<file path="src/hdl/dbvs_pkg.sv">
// Package with the shared types and constants of the diving variable selection block.
package dbvs_pkg;

  typedef struct packed {
    logic [15:0]        column_index;
    logic signed [63:0] solution_value;
    logic signed [31:0] objective_coeff;
    logic [19:0]        column_length;
    logic               is_binary;
    logic               down_locked;
    logic               up_locked;
    logic               last_item;
  } in_t;

  typedef struct packed {
    logic        found;
    logic [15:0] best_column;
    logic        round_up;
    logic        all_trivially_roundable;
  } out_t;

  // Register indexes of the configuration port.
  localparam logic CFG_INTEGER_TOLERANCE = 1'b0;
  localparam logic CFG_MAXIMIZE          = 1'b1;

  localparam logic [22:0] TOLERANCE_RESET = 23'd17;

  // One in Q1.24.
  localparam logic [24:0] FRAC_ONE = 25'h1000000;

  // Widths of the rounding cost, of the column length plus one and of the penalized score.
  localparam int COST_W    = 56;
  localparam int DIVISOR_W = 21;
  localparam int SCORE_W   = 66;

  // The divider produces one quotient bit a cycle.
  localparam int DIV_STEPS = COST_W;

endpackage

</file>
<file path="src/hdl/dbvs_div.sv">
// Restoring radix-2 divider of the rounding cost by the column length plus one.
module dbvs_div (
  input  logic                           clk,
  input  logic                           rst,
  input  logic                           start,
  input  logic [dbvs_pkg::COST_W-1:0]    dividend,
  input  logic [dbvs_pkg::DIVISOR_W-1:0] divisor,
  output logic                           done,
  output logic [dbvs_pkg::COST_W-1:0]    quotient
);

  localparam int CNT_W = $clog2(dbvs_pkg::DIV_STEPS);
  localparam int RW    = dbvs_pkg::DIVISOR_W;
  localparam int QW    = dbvs_pkg::COST_W;

  logic [RW-1:0]    rem;
  logic [QW-1:0]    quo;
  logic [CNT_W-1:0] cnt;
  logic             busy;
  logic [RW+1:0]    trial;

  // Shift in the next dividend bit and try to subtract the divisor.
  assign trial = {1'b0, rem, quo[QW-1]} - {2'b00, divisor};

  always_ff @(posedge clk) begin
    if (rst) begin
      busy <= 1'b0;
      done <= 1'b0;
      cnt  <= '0;
    end else begin
      done <= 1'b0;
      if (start) begin
        busy <= 1'b1;
        cnt  <= '0;
      end else if (busy) begin
        cnt <= cnt + 1'b1;
        if (cnt == CNT_W'(dbvs_pkg::DIV_STEPS - 1)) begin
          busy <= 1'b0;
          done <= 1'b1;
        end
      end
    end
  end

  always_ff @(posedge clk) begin
    if (start) begin
      rem <= '0;
      quo <= dividend;
    end else if (busy) begin
      if (!trial[RW+1]) begin
        rem <= trial[RW-1:0];
        quo <= {quo[QW-2:0], 1'b1};
      end else begin
        rem <= {rem[RW-2:0], quo[QW-1]};
        quo <= {quo[QW-2:0], 1'b0};
      end
    end
  end

  assign quotient = quo;

endmodule

</file>
<file path="src/hdl/dive_branch_variable_select.sv">
// Top level of the vector-length diving variable selection block.
// A variable that does not compete is transferred in the idle state. A competing binary variable
// holds the input through transfer, multiply, the divider steps up to done, and compare.
// A non-binary one adds the two penalty steps. The last item of a batch then goes to the
// finish state to load the result register, waiting while the previous result is not taken.
// Synchronous active-high reset rst restores the control state and starts an empty batch.
module dive_branch_variable_select (
  input  logic            clk,
  input  logic            rst,
  input  logic            in_valid,
  output logic            in_ready,
  input  dbvs_pkg::in_t   in_data,
  output logic            out_valid,
  input  logic            out_ready,
  output dbvs_pkg::out_t  out_data,
  input  logic            cfg_we,
  input  logic            cfg_index,
  input  logic [22:0]     cfg_data
);

  // Sequencer states.
  localparam logic [2:0] S_IDLE = 3'd0;
  localparam logic [2:0] S_MUL  = 3'd1;
  localparam logic [2:0] S_DIV  = 3'd2;
  localparam logic [2:0] S_PEN1 = 3'd3;
  localparam logic [2:0] S_PEN2 = 3'd4;
  localparam logic [2:0] S_CMP  = 3'd5;
  localparam logic [2:0] S_FIN  = 3'd6;

  localparam int CW = dbvs_pkg::COST_W;
  localparam int SW = dbvs_pkg::SCORE_W;

  logic [2:0] state;
  logic [2:0] state_next;

  // Configuration registers.
  logic [22:0] integer_tolerance;
  logic        maximize;

  // Batch state.
  logic [63:0] best_score;
  logic [15:0] best_col;
  logic        best_up;
  logic        have_best;
  logic        trivial_so_far;

  // The item under work.
  logic [15:0]                    cur_col;
  logic [24:0]                    cur_mult;
  logic [31:0]                    cur_mag;
  logic [dbvs_pkg::DIVISOR_W-1:0] cur_divisor;
  logic                           cur_up;
  logic                           cur_binary;
  logic                           cur_last;
  logic [SW-1:0]                  work;

  // Fractionality and rounding direction of the incoming variable.
  logic [23:0] frac;
  logic [24:0] frac_up;
  logic [24:0] frac_dist;
  logic        fractional;
  logic        both_locked;
  logic        candidate;
  logic signed [32:0] coef;
  logic signed [32:0] obj;
  logic signed [32:0] obj_neg;
  logic        up;
  logic        in_xfer;

  logic [56:0]   product;
  logic          div_start;
  logic          div_done;
  logic [CW-1:0] div_quo;
  logic [SW-1:0] quo_wide;
  logic [63:0]   score;
  logic          score_wins;

  assign frac        = in_data.solution_value[23:0];
  assign frac_up     = dbvs_pkg::FRAC_ONE - {1'b0, frac};
  assign frac_dist   = ({1'b0, frac} < frac_up) ? {1'b0, frac} : frac_up;
  assign fractional  = frac_dist > {2'b00, integer_tolerance};
  assign both_locked = in_data.down_locked && in_data.up_locked;
  assign candidate   = fractional && (trivial_so_far || both_locked);

  // Sign-extend the coefficient and apply the objective sense. The rounding
  // cost is the distance to the chosen integer times the coefficient magnitude.
  assign coef    = {in_data.objective_coeff[31], in_data.objective_coeff};
  assign obj     = maximize ? -coef : coef;
  assign obj_neg = -obj;
  assign up      = !obj[32];

  assign in_ready = (state == S_IDLE);
  assign in_xfer  = in_valid && in_ready;

  // The product is registered inside the divider when it starts.
  assign product   = {32'b0, cur_mult} * {25'b0, cur_mag};
  assign div_start = (state == S_MUL);

  dbvs_div u_div (
    .clk      (clk),
    .rst      (rst),
    .start    (div_start),
    .dividend (product[CW-1:0]),
    .divisor  (cur_divisor),
    .done     (div_done),
    .quotient (div_quo)
  );

  assign quo_wide = {{(SW-CW){1'b0}}, div_quo};

  // A penalized score that no longer fits in 64 bits saturates to all ones.
  assign score      = (|work[SW-1:64]) ? '1 : work[63:0];
  assign score_wins = !have_best || (score < best_score);

  always_comb begin
    state_next = state;
    case (state)
      S_IDLE: begin
        if (in_xfer) begin
          if (candidate) begin
            state_next = S_MUL;
          end else if (in_data.last_item) begin
            state_next = S_FIN;
          end
        end
      end
      S_MUL: begin
        state_next = S_DIV;
      end
      S_DIV: begin
        if (div_done) begin
          state_next = cur_binary ? S_CMP : S_PEN1;
        end
      end
      S_PEN1: begin
        state_next = S_PEN2;
      end
      S_PEN2: begin
        state_next = S_CMP;
      end
      S_CMP: begin
        state_next = cur_last ? S_FIN : S_IDLE;
      end
      S_FIN: begin
        if (!out_valid || out_ready) begin
          state_next = S_IDLE;
        end
      end
      default: begin
        state_next = S_IDLE;
      end
    endcase
  end

  always_ff @(posedge clk) begin
    if (rst) begin
      state             <= S_IDLE;
      integer_tolerance <= dbvs_pkg::TOLERANCE_RESET;
      maximize          <= 1'b0;
      best_score        <= '1;
      best_col          <= '0;
      best_up           <= 1'b0;
      have_best         <= 1'b0;
      trivial_so_far    <= 1'b1;
      out_valid         <= 1'b0;
    end else begin
      state <= state_next;

      if (cfg_we) begin
        case (cfg_index)
          dbvs_pkg::CFG_INTEGER_TOLERANCE: integer_tolerance <= cfg_data;
          dbvs_pkg::CFG_MAXIMIZE:          maximize          <= cfg_data[0];
          default: begin
          end
        endcase
      end

      // The first competing variable locked both ways restarts the search.
      if (in_xfer && candidate && trivial_so_far && both_locked) begin
        trivial_so_far <= 1'b0;
        best_score     <= '1;
        have_best      <= 1'b0;
      end

      // The earlier variable keeps a tie.
      if (state == S_CMP && score_wins) begin
        have_best  <= 1'b1;
        best_score <= score;
        best_col   <= cur_col;
        best_up    <= cur_up;
      end

      // Hand the result to the output register and open a new batch.
      if (state == S_FIN && (!out_valid || out_ready)) begin
        out_valid      <= 1'b1;
        best_score     <= '1;
        best_col       <= '0;
        best_up        <= 1'b0;
        have_best      <= 1'b0;
        trivial_so_far <= 1'b1;
      end else if (out_valid && out_ready) begin
        out_valid <= 1'b0;
      end
    end
  end

  // Payload registers.
  always_ff @(posedge clk) begin
    if (in_xfer) begin
      cur_col     <= in_data.column_index;
      cur_mult    <= up ? frac_up : {1'b0, frac};
      cur_mag     <= up ? obj[31:0] : obj_neg[31:0];
      cur_divisor <= {1'b0, in_data.column_length} + 21'd1;
      cur_up      <= up;
      cur_binary  <= in_data.is_binary;
      cur_last    <= in_data.last_item;
    end

    // Times 1000 as times 1024 less times 16 less times 8.
    case (state)
      S_DIV:   work <= quo_wide;
      S_PEN1:  work <= (quo_wide << 10) - (quo_wide << 4);
      S_PEN2:  work <= work - (quo_wide << 3);
      default: work <= work;
    endcase

    if (state == S_FIN && (!out_valid || out_ready)) begin
      out_data.found                   <= have_best;
      out_data.best_column             <= have_best ? best_col : 16'd0;
      out_data.round_up                <= have_best && best_up;
      out_data.all_trivially_roundable <= trivial_so_far;
    end
  end

  // The divider finishes only while the sequencer waits for it.
  assert property (@(posedge clk) disable iff (rst) div_done |-> state == S_DIV)
    else $error("divider finished outside the divide state");

  // Without a held best the running score is at its maximum.
  assert property (@(posedge clk) disable iff (rst) !have_best |-> best_score == '1)
    else $error("best score set without a held best");

  // Trivial roundability is lost only at the transfer of an input item.
  assert property (@(posedge clk) disable iff (rst)
    $fell(trivial_so_far) |-> $past(in_valid && in_ready))
    else $error("trivial flag cleared without an input transfer");

  // The rounding cost always fits the divider.
  assert property (@(posedge clk) disable iff (rst) div_start |-> product[56] == 1'b0)
    else $error("rounding cost exceeds the divider width");

endmodule
</file>
<file path="config.mk">
export PLATFORM = sky130hd
export DESIGN_NAME = dive_branch_variable_select
export DESIGN_NICKNAME = d
export VERILOG_FILES = /design/src/hdl/dbvs_pkg.sv /design/src/hdl/dbvs_div.sv /design/src/hdl/dive_branch_variable_select.sv
export SDC_FILE = /design/constraint.sdc
export NUM_CORES = 2
export LEC_CHECK = 0
export BUFFER_PORTS_ARGS = -buffer_cell sky130_fd_sc_hd__buf_2
export CAP_MARGIN = 40
export CORE_MARGIN = 5
export CORE_UTILIZATION = 35
export DETAILED_ROUTE_END_ITERATION = 6
export PLACE_DENSITY = 0.57
export SYNTH_ARGS = -nofsm -noshare
export SYNTH_HDL_FRONTEND = slang
export SYNTH_HIERARCHICAL = 1
export SYNTH_SLANG_ARGS = --single-unit
</file>
<file path="constraint.sdc">
create_clock -name clk -period 11.65 [get_ports clk]
set_clock_uncertainty 0.05 [all_clocks]
set_input_delay 2.9125 -clock clk [delete_from_list [all_inputs] [get_ports clk]]
set_output_delay 2.9125 -clock clk [all_outputs]
set_load 0.02 [all_outputs]
</file>
### After elaboration in Yosys (flattened, before gate mapping)

Cells that the tools add are included.

| operators by class | value |
|---|---|
| multipliers | 1 |
| mux-type cells | 28 |
| $add $sub $neg | 8 |
| bitwise gates (word level) | 2 |
| order comparisons | 3 |
| equal/unequal tests | 11 |
| reduce and logical (&&, ||, !) cells | 28 |

Operator list:

| operator | number |
|---|---|
| $pmux 66 s3 | 1 |
| $mux 64 | 3 |
| $mux 56 | 2 |
| $sub 66x59->66 | 1 |
| $sub 66x60->66 | 1 |
| $lt 64x64->1 | 1 |
| $mul 25x32->56 | 1 |
| $mux 33 | 1 |
| $neg 32->33 | 1 |
| $mux 32 | 1 |
| $neg 32->32 | 1 |
| $gt 25x23->1 | 1 |
| $lt 24x25->1 | 1 |
| $mux 25 | 1 |
| $sub 25x24->25 const A | 1 |
| $mux 24 | 1 |
| $sub 22x21->23 | 1 |
| $add 20x1->21 const B | 1 |
| $mux 21 | 1 |
| $mux 3 | 7 |
| $pmux 3 s7 | 1 |
| $logic_and 1x1->1 | 10 |
| $eq 3x3->1 const B | 3 |
| $mux 1 | 9 |
| 17 further kinds | 29 |

| word-level totals | value |
|---|---|
| output and inout port bits | 21 |
| logic and storage cells | 108 |
| bits in registers | 378 |

### Logic depth before layout (Yosys ltp)

| logic depth | value |
|---|---|
| word-level depth | 10 |
| gate-level depth with buffers | 31 |

### Cells and area by module

The synthesis kept the hierarchy.

By module, submodules not included:

| module | seq. area each (um^2) | times used | cells an instance | area each (um^2) |
|---|---|---|---|---|
| dive_branch_variable_select | 7687.4 | 1 | 5430 | 47813.4 |
| dbvs_div | 2262.2 | 1 | 434 | 4882.2 |

### Worst setup path before layout

No wires, ideal clock.

| path | value |
|---|---|
| kind | input to register |
| start | in in_data[62] (netlist name) |
| end | reg best_score[10] |
| path slack | 2.562 ns |
| stages on the path | 28 |
| arrival time | 8.921 ns |
| library setup time | 0.117 ns |
| cell sequence | or4_1 > or2_2 > or3_1 > or3_1 > or3_1 > nor2_1 > nand2_1 > or3_1 > ha_1 > inv_1 > o22a_1 > o22a_1 > a21oi_2 > clkbuf_1 > mux2_2 > ha_1 > nor2b_1 > o21a_1 > o21ai_0 > a211oi_1 > o21ai_0 > nand3_1 > o21ai_0 > a21oi_1 > nand3_1 > nand3_2 > buf_2 > o22a_1 |

| on the way | value |
|---|---|
| word-level cells in the longest chain between the ends | 9 |

RTL lines:

| what | RTL line | RTL |
|---|---|---|
| start: declaration | dive_branch_variable_select.sv:12 | `input dbvs_pkg::in_t in_data,` |
| $sub 25x24->25 | dive_branch_variable_select.sv:79 | `assign frac_up = dbvs_pkg::FRAC_ONE - {1'b0, frac};` |
| $lt 24x25->1 | dive_branch_variable_select.sv:80 | `assign frac_dist = ({1'b0, frac} < frac_up) ? {1'b0, frac} : frac_up;` |
| $mux 25 * | dive_branch_variable_select.sv:80 |  |
| $gt 25x23->1 * | dive_branch_variable_select.sv:81 | `assign fractional = frac_dist > {2'b00, integer_tolerance};` |
| $logic_and 1x1->1 * | dive_branch_variable_select.sv:83 | `assign candidate = fractional && (trivial_so_far \|\| both_locked);` |
| $logic_and 1x1->1 * (3 in series) | dive_branch_variable_select.sv:179 | `if (in_xfer && candidate && trivial_so_far && both_locked) begin` |
| $reduce_bool 2->1 (no source line) * | -- |  |
| end signal: assignment | dive_branch_variable_select.sv:188 | `best_score <= score;` |
| end: declaration | dive_branch_variable_select.sv:41 | `logic [63:0] best_score;` |

Every way passes the cells marked *; elsewhere a longest branch is shown, timed or not.
A chain may end at the register's enable or synchronous reset.

### Worst setup path in the final report

| path | value |
|---|---|
| start | reg cur_mult[8] |
| end | reg u_div.quo[54] (netlist: u_div/quotient[54]), data pin |

| on the way | value |
|---|---|
| word-level cells in the longest chain between the ends | 2 |

RTL lines:

| what | RTL line | RTL |
|---|---|---|
| start: declaration | dive_branch_variable_select.sv:49 | `logic [24:0] cur_mult;` |
| start signal: assignment | dive_branch_variable_select.sv:211 | `cur_mult <= up ? frac_up : {1'b0, frac};` |
| $mul 25x32->56 | dive_branch_variable_select.sv:96 | `assign product = {32'b0, cur_mult} * {25'b0, cur_mag};` |
| net product[54] | dive_branch_variable_select.sv:70 | `logic [56:0] product;` |
| $mux 56 | dbvs_div.sv:46 | `if (start) begin` |
| end signal: assignment | dbvs_div.sv:48 | `quo <= dividend;` |
| end signal: assignment | dbvs_div.sv:52 | `quo <= {quo[QW-2:0], 1'b1};` |
| end signal: assignment | dbvs_div.sv:55 | `quo <= {quo[QW-2:0], 1'b0};` |
| end: declaration | dbvs_div.sv:17 | `logic [QW-1:0] quo;` |

The timed path passes the listed nets, and every way through them passes these cells.

==> flow_summary.toml <==
[routing]
routed_wirelength_microns = 147800
avgViaCountPerCell = 5.162
detail_route.iter0.violations = 2634
postRouteAntennaNets = 0
drt-pass1-iter-count = 5
drt-wirelength-per-cell_microns = 18.63
vias_after_detailed_routing = 40951
drcViolationCount = 0

[global_routing]
grt_start_max_net_pins = 69
combined_global_route_utilization_of_all_metal_layers = 0.1882
antenna_found_initial = 7
grt_first_pass_wirelength_microns = 237700
grt_overflow = 0
grt_pass1_vias = 42706

[clock_tree]
tritoncts_clock_tree = "done"
postCtsResizedCells = 0
number_of_sinks_on_the_clock_net = 378
cts_made_buffers = 49
clockRootBuffer = "sky130_fd_sc_hd__clkbuf_16"
cts_h_tree_depth = 2
worst_skew_pair_later_pin_latency_ns = 0.65
cts.reportedPaths.clkPinSlew_ns = 0.06
clk_path_buf_depth = 3
post-cts-setup-buffer-count = 0
number_of_buffers_inserted_for_hold_repair_after_clock_tree_synthesis = 0

[synthesis]
postSynth.asyncResetShare = 0
synth.area.mux_share = 0.02113
postSynthRegisterBits = 378
yosysUniqueCellTypes = 99
area_contributors_post_synth = "sky130_fd_sc_hd__fa_1, sky130_fd_sc_hd__edfxtp_1, sky130_fd_sc_hd__ha_1, sky130_fd_sc_hd__inv_1, sky130_fd_sc_hd__and2_1"
synthAdderAreaFrac = 0.3606
dominant_combinational_cell_family_by_area_after_synthesis = "adder cells"
yosys.area_share.xor_xnor = 0.04687
synth_sequential_area_ratio = 0.1888
synthFlopType = "sky130_fd_sc_hd__edfxtp_1"
most_frequent_cell_after_synthesis = "sky130_fd_sc_hd__inv_1"
synth_edf_count = 238
synthesis.area_per_instance_sq_um = 8.986
yosys_warning_total = 6
synth_top_area_frac = 0.2614
post-synth-top-area-cell = "sky130_fd_sc_hd__fa_1"
synthSimpleGateAreaFrac = 0.1665
synthesis.instances = 5864
netlist_area_sq_um = 52700
yosys-top-cells-count = "sky130_fd_sc_hd__inv_1, sky130_fd_sc_hd__fa_1, sky130_fd_sc_hd__nand2_1"
synth_compound_area_frac = 0.1237
mappedNetlistNets = 7135

[worst_setup_path]
setup.worst_path.start_class = "flop"
path_max_fanout = 17
required_time_reported_for_the_critical_path_endpoint_ns = 12.01
worstSetupPathType = "flop to flop"
critical_path.slowest_cell = "sky130_fd_sc_hd__edfxtp_1"
cpLargestDelayFamily = "adder cells"
crit-reg2reg-launch = "cur_mult[8]"
cp_slowest_stage_delay_ns = 0.86
worst_ep_arrival_time_ns = 9.83
crit_path_launch = "cur_mult[8]"
cp-end-kind = "flop"
worst-path-buf-inv = 5
timing.critical_path.mode_cell = "sky130_fd_sc_hd__fa_1"

[die]
die-height_microns = 398.0
die_area_sq_um = 158400
placementRows = 142
ios = 186
initial_utilization = 0.3518
coreArea_sq_um = 149800
die_w_microns = 398.0

[sta]
setup_total_negative_slack_ns = 0
fmax_mhz = 105.6
final-setup-viol-count = 0
tightest_slew_ns = 0.9124
final-hold-violation-count = 0
final_period_minus_worst_setup_slack_ns = 9.472
final_min_period_over_clock_period = 0.8131
timing.slew.headroom = 0.3917
slew_viol_final = 0
grt_setup_unrepaired = "false"

[place]
finalWeightedCongestion = 0.8900
port_buffers = 145
detailed_place_hpwl_microns = 114200

[min_path]
min_path_type = "flop to flop"
hold_start = "integer_tolerance[18]"

[status]
outcome = "completed"

[layout]
fin_util = 0.3836
design.final.nets = 7141
syn_to_final_growth_pct = 9.020
fill_cells = 15222
drive_above_1_share = 0.07850

[run]
cap_violations = 0
-- state kept, by name (all words and copies together) (netlist names), 3 cells and up --
register           flops
work                  66
best_score            64
u_div/quotient        56
cur_mag               32
cur_mult              25
integer_tolerance     23
cur_divisor           21
u_div/rem             21
out_data              19
best_col              16
cur_col               16
u_div/cnt              6
state                  3
-- cell usage in the layout, fill, tap and decap left out, types with 27 or more instances in the layout --
master / n
sky130_fd_sc_hd__inv_1: 981
sky130_fd_sc_hd__fa_1: 688
sky130_fd_sc_hd__nand2_1: 662
sky130_fd_sc_hd__and2_1: 452
sky130_fd_sc_hd__ha_1: 418
sky130_fd_sc_hd__a21oi_1: 250
sky130_fd_sc_hd__edfxtp_1: 238
sky130_fd_sc_hd__nor2_1: 201
sky130_fd_sc_hd__o21ai_0: 191
sky130_fd_sc_hd__xnor2_1: 171
sky130_fd_sc_hd__buf_2: 146
sky130_fd_sc_hd__dfxtp_1: 140
sky130_fd_sc_hd__xor2_1: 111
sky130_fd_sc_hd__a21o_1: 111
sky130_fd_sc_hd__or3_1: 94
sky130_fd_sc_hd__buf_4: 88
sky130_fd_sc_hd__nand3_1: 69
sky130_fd_sc_hd__mux2_2: 66
sky130_fd_sc_hd__o22a_1: 60
sky130_fd_sc_hd__nand4_1: 58
sky130_fd_sc_hd__clkbuf_16: 51
sky130_fd_sc_hd__nor3_1: 39
sky130_fd_sc_hd__mux2i_1: 37
sky130_fd_sc_hd__a22oi_1: 37
sky130_fd_sc_hd__a211oi_1: 36
sky130_fd_sc_hd__nor2b_1: 33
sky130_fd_sc_hd__o21bai_1: 29
sky130_fd_sc_hd__nand2b_1: 27
-- routing by layer --
metal | vias to the layer above | track usage | wire length, microns
met5 | - | 0 | 13
met4 | 2 | 0.05008 | 4204
met3 | 238 | 0.02478 | 7432
met2 | 1023 | 0.3198 | 70450
met1 | 20527 | 0.2528 | 65720
li1 | 19161 | - | -
-- logic make-up (layout without fill, tap and decap cells) --
group           Yosys count  in the layout
simple gates           1750           1750
mux                     103            103
other cells               0              6
fa+ha+maj              1106           1106
flops                   378            378
buf+inv                1273           1320
xor+xnor                282            282
compound gates          972            972
-- layout make-up --
class | count | area, sq um | area share
timing repair buffer | 243 | 1587 | 0.02762
multi-input combinational | 4213 | 37910 | 0.6599
tap | 2016 | 2522 | 0.04391
clock inverter | 26 | 365.4 | 0.006360
antenna | 6 | 15.01 | 0.0002614
inverter | 985 | 3700 | 0.06440
clock buffer | 66 | 1403 | 0.02441
sequential | 378 | 9950 | 0.1732
-- worst paths after layout --
kind,endpoint,slack [ns],depth (start not counted)
max,u_div/quotient[54],2.18,26
min,integer_tolerance[18],0.40,2
max reg2reg,u_div/quotient[54],2.18,26
min reg2reg,integer_tolerance[18],0.40,2
-- through the flow --
stage | hold slack (ns) | instance area (sq um) | cells | setup WS [ns]
floorplan | 0.3863 | 52700 | 5864 | 2.562
global placement | 0.3937 | 55470 | 7825 | 1.282
detailed placement | 0.3973 | 55670 | 7835 | 1.618
CTS | 0.4048 | 57430 | 7927 | 2.223
global route | 0.4171 | 57440 | 7928 | 1.821
finish | 0.4026 | 57450 | 7933 | 2.178
-- worst register-to-register path, cell delays in order (launching register included) --
cell and delay, ns:
sky130_fd_sc_hd__edfxtp_1 0.86, sky130_fd_sc_hd__buf_4 0.40, sky130_fd_sc_hd__and2_1 0.19, sky130_fd_sc_hd__fa_1 0.45
sky130_fd_sc_hd__fa_1 0.51, sky130_fd_sc_hd__inv_1 0.06, sky130_fd_sc_hd__fa_1 0.51, sky130_fd_sc_hd__fa_1 0.52
sky130_fd_sc_hd__inv_1 0.05, sky130_fd_sc_hd__fa_1 0.49, sky130_fd_sc_hd__fa_1 0.57, sky130_fd_sc_hd__inv_1 0.07
sky130_fd_sc_hd__fa_1 0.57, sky130_fd_sc_hd__inv_1 0.06, sky130_fd_sc_hd__ha_1 0.39, sky130_fd_sc_hd__nand3_1 0.17
sky130_fd_sc_hd__or4_1 0.52, sky130_fd_sc_hd__o21ai_0 0.52, sky130_fd_sc_hd__a41oi_1 0.35, sky130_fd_sc_hd__o31a_1 0.46
sky130_fd_sc_hd__o211ai_1 0.48, sky130_fd_sc_hd__nand2_1 0.19, sky130_fd_sc_hd__o221ai_1 0.26, sky130_fd_sc_hd__o21a_1 0.15
sky130_fd_sc_hd__nor2_1 0.04, sky130_fd_sc_hd__xnor2_1 0.11, sky130_fd_sc_hd__mux2_2 0.25
Power is left out: the tool's default activity adds up to more than one toggle a clock period on the data nets, which glitch-free logic cannot reach.
